<file path="src/rtl/dvc_pkg.sv">
// Shared types and constants of the block distinct-value counter.
package dvc_pkg;

	localparam int PC_W      = 64;
	localparam int LIMIT_W   = 10;
	localparam int COUNT_W   = 10;
	localparam int DATA_W    = 32;
	localparam int ADDR_W    = 3;
	localparam int EPOCH_W   = 8;
	localparam int MIX_SHIFT = 29;
	localparam int MOD_DIGIT = 4;
	localparam int MOD_STEPS = PC_W / MOD_DIGIT;

	localparam logic [LIMIT_W-1:0]   LIMIT_RESET = 10'd512;
	localparam logic [PC_W-1:0]      HASH_MULT   = 64'h9E37_79B9_7F4A_7C15;
	localparam logic [EPOCH_W-1:0]   EPOCH_FIRST = 8'd1;
	localparam logic [EPOCH_W-1:0]   EPOCH_LAST  = 8'hFF;

	// register index is the word address, paddr[ADDR_W-1:2]
	localparam logic [ADDR_W-3:0] REG_BLOCK_LIMIT = 1'b0;

	typedef struct packed {
		logic [PC_W-1:0] pc_value;
		logic            sequence_end;
	} rec_beat_t;

	typedef struct packed {
		logic [COUNT_W-1:0] distinct_count;
		logic [COUNT_W-1:0] records_in_block;
	} res_beat_t;

	typedef struct packed {
		logic [EPOCH_W-1:0] epoch;
		logic [PC_W-1:0]    value;
	} slot_entry_t;

	typedef enum logic [2:0] {
		ST_SWEEP,
		ST_IDLE,
		ST_HASH,
		ST_PROBE,
		ST_CLOSE
	} dvc_state_t;

	typedef enum logic [2:0] {
		HS_IDLE,
		HS_CROSS1,
		HS_CROSS2,
		HS_MIX,
		HS_MOD,
		HS_DONE
	} hash_step_t;

endpackage

</file>
<file path="src/rtl/dvc_hash.sv">
// Multi-cycle home-slot hash: 64-bit multiply on a shared 32x32 unit, xor-shift, modulo.
module dvc_hash import dvc_pkg::*; #(
	parameter int SLOTS = 1024,
	localparam int SW = $clog2(SLOTS)
) (
	input  logic            clk,
	input  logic            arst_n,
	input  logic            start,
	input  logic [PC_W-1:0] value,
	output logic            done,
	output logic [SW-1:0]   slot
);

	localparam bit            IS_POW2  = (SLOTS & (SLOTS - 1)) == 0;
	localparam logic [SW:0]   MOD_T    = (SW + 1)'(SLOTS);
	localparam int            DIG_W    = $clog2(MOD_STEPS);
	localparam logic [DIG_W-1:0] DIG_LAST = DIG_W'(MOD_STEPS - 1);

	hash_step_t        step_q, step_d;
	logic [PC_W-1:0]   v_q, acc_q, h_q, mix;
	logic [SW:0]       r_q, r_next;
	logic [DIG_W-1:0]  dig_q;
	logic [SW-1:0]     slot_q;
	logic [31:0]       mul_a, mul_b;
	logic [63:0]       mul_p;

	// low 64 bits of v*K = lo*lo + ((hi*lo + lo*hi) << 32)
	always_comb begin
		case (step_q)
			HS_IDLE: begin
				mul_a = value[31:0];
				mul_b = HASH_MULT[31:0];
			end
			HS_CROSS1: begin
				mul_a = v_q[63:32];
				mul_b = HASH_MULT[31:0];
			end
			HS_CROSS2: begin
				mul_a = v_q[31:0];
				mul_b = HASH_MULT[63:32];
			end
			default: begin
				mul_a = v_q[31:0];
				mul_b = HASH_MULT[31:0];
			end
		endcase
	end

	assign mul_p = 64'(mul_a) * 64'(mul_b);
	assign mix   = acc_q ^ (acc_q >> MIX_SHIFT);

	// remainder, MOD_DIGIT bits per cycle, msb first
	always_comb begin
		logic [SW:0] r_tmp;
		r_tmp = r_q;
		for (int i = 0; i < MOD_DIGIT; i++) begin
			r_tmp = {r_tmp[SW-1:0], h_q[PC_W-1-i]};
			if (r_tmp >= MOD_T) begin
				r_tmp = r_tmp - MOD_T;
			end
		end
		r_next = r_tmp;
	end

	always_comb begin
		step_d = step_q;
		case (step_q)
			HS_IDLE: begin
				if (start) begin
					step_d = HS_CROSS1;
				end
			end
			HS_CROSS1: step_d = HS_CROSS2;
			HS_CROSS2: step_d = HS_MIX;
			HS_MIX:    step_d = IS_POW2 ? HS_DONE : HS_MOD;
			HS_MOD: begin
				if (dig_q == DIG_LAST) begin
					step_d = HS_DONE;
				end
			end
			HS_DONE:   step_d = HS_IDLE;
			default:   step_d = HS_IDLE;
		endcase
	end

	always_comb begin
		done = (step_q == HS_DONE);
		slot = slot_q;
	end

	always_ff @(posedge clk or negedge arst_n) begin
		if (!arst_n) begin
			step_q <= HS_IDLE;
		end else begin
			step_q <= step_d;
		end
	end

	always_ff @(posedge clk) begin
		case (step_q)
			HS_IDLE: begin
				if (start) begin
					v_q   <= value;
					acc_q <= mul_p;
				end
			end
			HS_CROSS1, HS_CROSS2: begin
				acc_q[63:32] <= acc_q[63:32] + mul_p[31:0];
			end
			HS_MIX: begin
				h_q    <= mix;
				r_q    <= '0;
				dig_q  <= '0;
				slot_q <= mix[SW-1:0];
			end
			HS_MOD: begin
				h_q   <= h_q << MOD_DIGIT;
				r_q   <= r_next;
				dig_q <= dig_q + 1'b1;
				if (dig_q == DIG_LAST) begin
					slot_q <= r_next[SW-1:0];
				end
			end
			default: begin
			end
		endcase
	end

endmodule

</file>
<file path="config.mk">
export PLATFORM = sky130hd
export DESIGN_NAME = dvc_hash
export DESIGN_NICKNAME = d
export VERILOG_FILES = /design/src/rtl/dvc_pkg.sv /design/src/rtl/dvc_hash.sv
export SDC_FILE = /design/constraint.sdc
export NUM_CORES = 2
export LEC_CHECK = 0
export ABC_CLOCK_PERIOD_IN_PS = 10950
export BUFFER_PORTS_ARGS = -buffer_cell sky130_fd_sc_hd__buf_2
export CAP_MARGIN = 20
export CELL_PAD_IN_SITES_DETAIL_PLACEMENT = 0
export CELL_PAD_IN_SITES_GLOBAL_PLACEMENT = 1
export CORE_ASPECT_RATIO = 0.6
export CORE_UTILIZATION = 53
export CTS_CLUSTER_DIAMETER = 40
export DETAILED_ROUTE_END_ITERATION = 8
export HOLD_SLACK_MARGIN = 0.12
export PLACE_DENSITY_LB_ADDON = 0.1
export SETUP_SLACK_MARGIN = 0.02
export SLEW_MARGIN = 5
export SYNTH_ARGS = -nofsm -noshare
export SYNTH_HDL_FRONTEND = slang
export SYNTH_SLANG_ARGS = --single-unit
</file>
<file path="constraint.sdc">
create_clock -name clk -period 10.95 [get_ports clk]
set_input_delay 0.5475 -clock clk [delete_from_list [all_inputs] [get_ports clk]]
set_output_delay 0.5475 -clock clk [all_outputs]
set_load 0.05 [all_outputs]
</file>
==> metrics.yaml <==
synthesis:
  avgSynthCellArea_um2: 10.3
  synth_seq_area_share_pct: 18.4
  synth_edf_count: 212
  synthTopCellsByArea: "fa_1 35%, edfxtp_1 18%, ha_1 18%, inv_1 9.2%, nand2_1 3.2%"
  synth_area_um2: 35000
  synth_top_family_by_area: "adder cells"
  ys_types: 70
  synth_warnings: 0
  syn_inst: 3406
  synth_commonest_cells: "856 x inv_1, 617 x fa_1, 490 x ha_1"
  synth-compound-area-share_pct: 7.82
  synth_top_area_share_pct: 35.3
  synthSimpleGateAreaFrac_pct: 6.21
  synthMuxAreaShare_pct: 0.944
  synth_adder_area_share_pct: 52.8
  synth-seq-cells: 215
  yosysMostFrequentCell: "inv_1"
  synth_top_area_cell: "fa_1"
  ys.flop_type: "edfxtp_1"
  synth_xor_area_share_pct: 3.25
  async_reset_ff_share_pct: 1.40
clock_tree:
  cts_tree: "done"
  cts-root-buf: "clkbuf_16"
  clkLatencyLatePin_ns: 0.62
  cts.clk_slew.worst_paths_ns: 0.07
  cts_buffers: 28
  clockBufferDepth: 3
  clock-sinks: 215
  cts_htree_levels: 1
floorplanning:
  coreArea_um2: 64900
  fp-row-count: 72
  start_util_pct: 53.9
  dieArea_um2: 67100
  pin_count: 78
  die_x_um: 334
  die_y_um: 201
global_route:
  track_usage_pct: 33.6
  grt_pass1_vias: 25600
  grt_pass1_wl_um: 164000
  gr-total-overflow: 0
  grt_max_degree: 89
  antenna_found_initial: 1
critical_path:
  end_kind: "flip-flop"
  worst_path_max_delay_cell: "fa_1"
  cp.arrival_ns: 10.70
  startpoint_type: "flip-flop"
  critical_path_class: "reg -> reg"
  cp_common_cell: "fa_1"
  required_ns: 11.29
  path_max_fanout: 25
  slowest_delay_ns: 0.73
placement:
  io_buffers: 77
  dp_hpwl_um: 96200
  gp_congestion: 1.05
timing:
  finalCritPeriodShare_pct: 94.6
  rsz0062_at_grt: "false"
  maxSlewHeadroom_pct: 28.4
  setup_viol: 0
  fmax_ghz: 0.0965
  worstMarginPinSlew_ns: 1.07
  min_period_ns: 10.36
  finalHoldViolCount: 0
  setup_tns_ns: 0
  fin_skew_ns: 0.0331
  report.final.slew_viol_count: 0
detailed_routing:
  num_vias: 24700
  via_per_inst: 5.61
  wire_per_inst_um: 25.0
  wirelength_um: 110000
  drt_iter0_markers: 2279
  dr.pass1.iters: 6
  drtAntennaViolNets: 0
  drc: 0
worst_hold_path:
  min_path_type: "in -> reg"
outcome:
  status: "finished, final reports clean"
layout:
  fillers: 5591
  multi_input_area_um2: 25000
  drive_gt1_share_pct: 5.84
  seqCellArea_um2: 6440
  layout.nets: 4702
  synthToLayoutAreaGrowth_pct: 8.52
run:
  max-cap-violations: 0
-- cells by family (layout without fill, tap and decap cells) --
| family | Yosys count | count (layout) |
|---|---|---|
| multiplexers | 33 | 33 |
| other | 2 | 35 |
| adder cells (fa/ha/maj) | 1107 | 1107 |
| AO/OA/AOI/OAI | 433 | 433 |
| XOR/XNOR | 130 | 130 |
| flip-flops | 215 | 215 |
| AND/OR/NAND/NOR | 507 | 507 |
| buffers and inverters | 979 | 1088 |
-- what timing repair did --
| item | in CTS | in global routing |
|---|---|---|
| hold buffers | 54 | 0 |
| buffers inserted | 0 | 0 |
| endpoints found under the setup margin | 0 | 6 |
| gates resized for setup | 0 | 1 |
| endpoints found under the hold margin | 56 | 0 |
-- final timing paths --
check / start / to / slack (ns) / cells after the start
max reg2reg: step_q[2]$_DFFE_PN0P_ / acc_q[63]$_DFFE_PP_ / 0.59 / 28
min: value[24] / v_q[24]$_DFFE_PP_ / 0.14 / 1
max: step_q[2]$_DFFE_PN0P_ / acc_q[63]$_DFFE_PP_ / 0.59 / 28
max in group asynchronous: arst_n / step_q[0]$_DFFE_PN0P_ / 10.51 / 2
min reg2reg: h_q[33]$_DFFE_PP_ / h_q[37]$_DFFE_PP_ / 0.51 / 2
min in group asynchronous: arst_n / step_q[0]$_DFFE_PN0P_ / 0.32 / 2
-- cell type report --
| type | count | area share (%) |
|---|---|---|
| Clock buffer | 31 | 1.87 |
| Clock inverter | 18 | 0.514 |
| Multi-Input combinational cell | 2244 | 65.9 |
| Timing Repair Buffer | 182 | 3.44 |
| Antenna cell | 1 | 0.00659 |
| Inverter | 857 | 8.47 |
| Tap cell | 851 | 2.80 |
| Sequential cell | 215 | 17.0 |
-- metal layers --
layer	track usage (%)	up-vias	routed length, um
li1	-	10900	-
met1	51.9	12500	50600
met2	45.9	1106	43900
met3	11.2	123	13100
met4	6.14	2	2130
met5	0.638	-	62
-- layout by cell type, fill, tap and decap left out, types with 8 or more instances in the layout --
master,count
ha_1,490
buf_2,78
a21o_1,43
o21ai_1,17
fa_1,617
conb_1,34
and3_1,8
and2_1,10
nor3_1,16
xor2_1,41
edfxtp_1,212
clkbuf_16,28
nand3_1,14
mux2i_1,33
o21a_1,22
a31oi_1,11
buf_4,50
a21oi_1,126
xnor2_1,89
inv_1,856
o21bai_1,12
nand4_1,19
dlygate4sd3_1,54
nor2_1,88
nand2_1,299
o21ai_0,105
nor2b_1,10
o22ai_1,23
nand2b_1,14
or2_2,8
-- registers in the layout (all words and copies together) (netlist names) --
register  cells
slot         10
dig_q         4
acc_q        64
r_q           6
v_q          64
h_q          64
step_q        3
-- worst max-delay path, delay by kind of cell, from the launching register on --
| family | cells | cell delay [ns] |
|---|---|---|
| adders and majority gates | 10 | 5.14 |
| DFF | 1 | 0.48 |
| buffers and inverters | 4 | 0.63 |
| xor gates and xnor gates | 2 | 0.64 |
| AOI/OAI and AO/OA | 9 | 2.26 |
| and+or+nand+nor | 3 | 0.87 |
-- through the flow --
stage | worst slack [ns] | hold slack, ns | util (%) | std cells | instance area [um^2]
finish | 0.591 | 0.143 | 58.5 | 4399 | 38000
global route | 0.157 | 0.130 | 58.5 | 4398 | 38000
CTS | 0.432 | 0.122 | 58.5 | 4397 | 38000
detailed placement | 0.463 | 0.351 | 56.3 | 4294 | 36500
global placement | 0.500 | 0.345 | 56.3 | 4294 | 36500
floorplan | 1.35 | 0.252 | - | 3438 | 35100
Power is left out: the tool's default activity adds up to more than one toggle a clock period on the data nets, which glitch-free logic cannot reach.
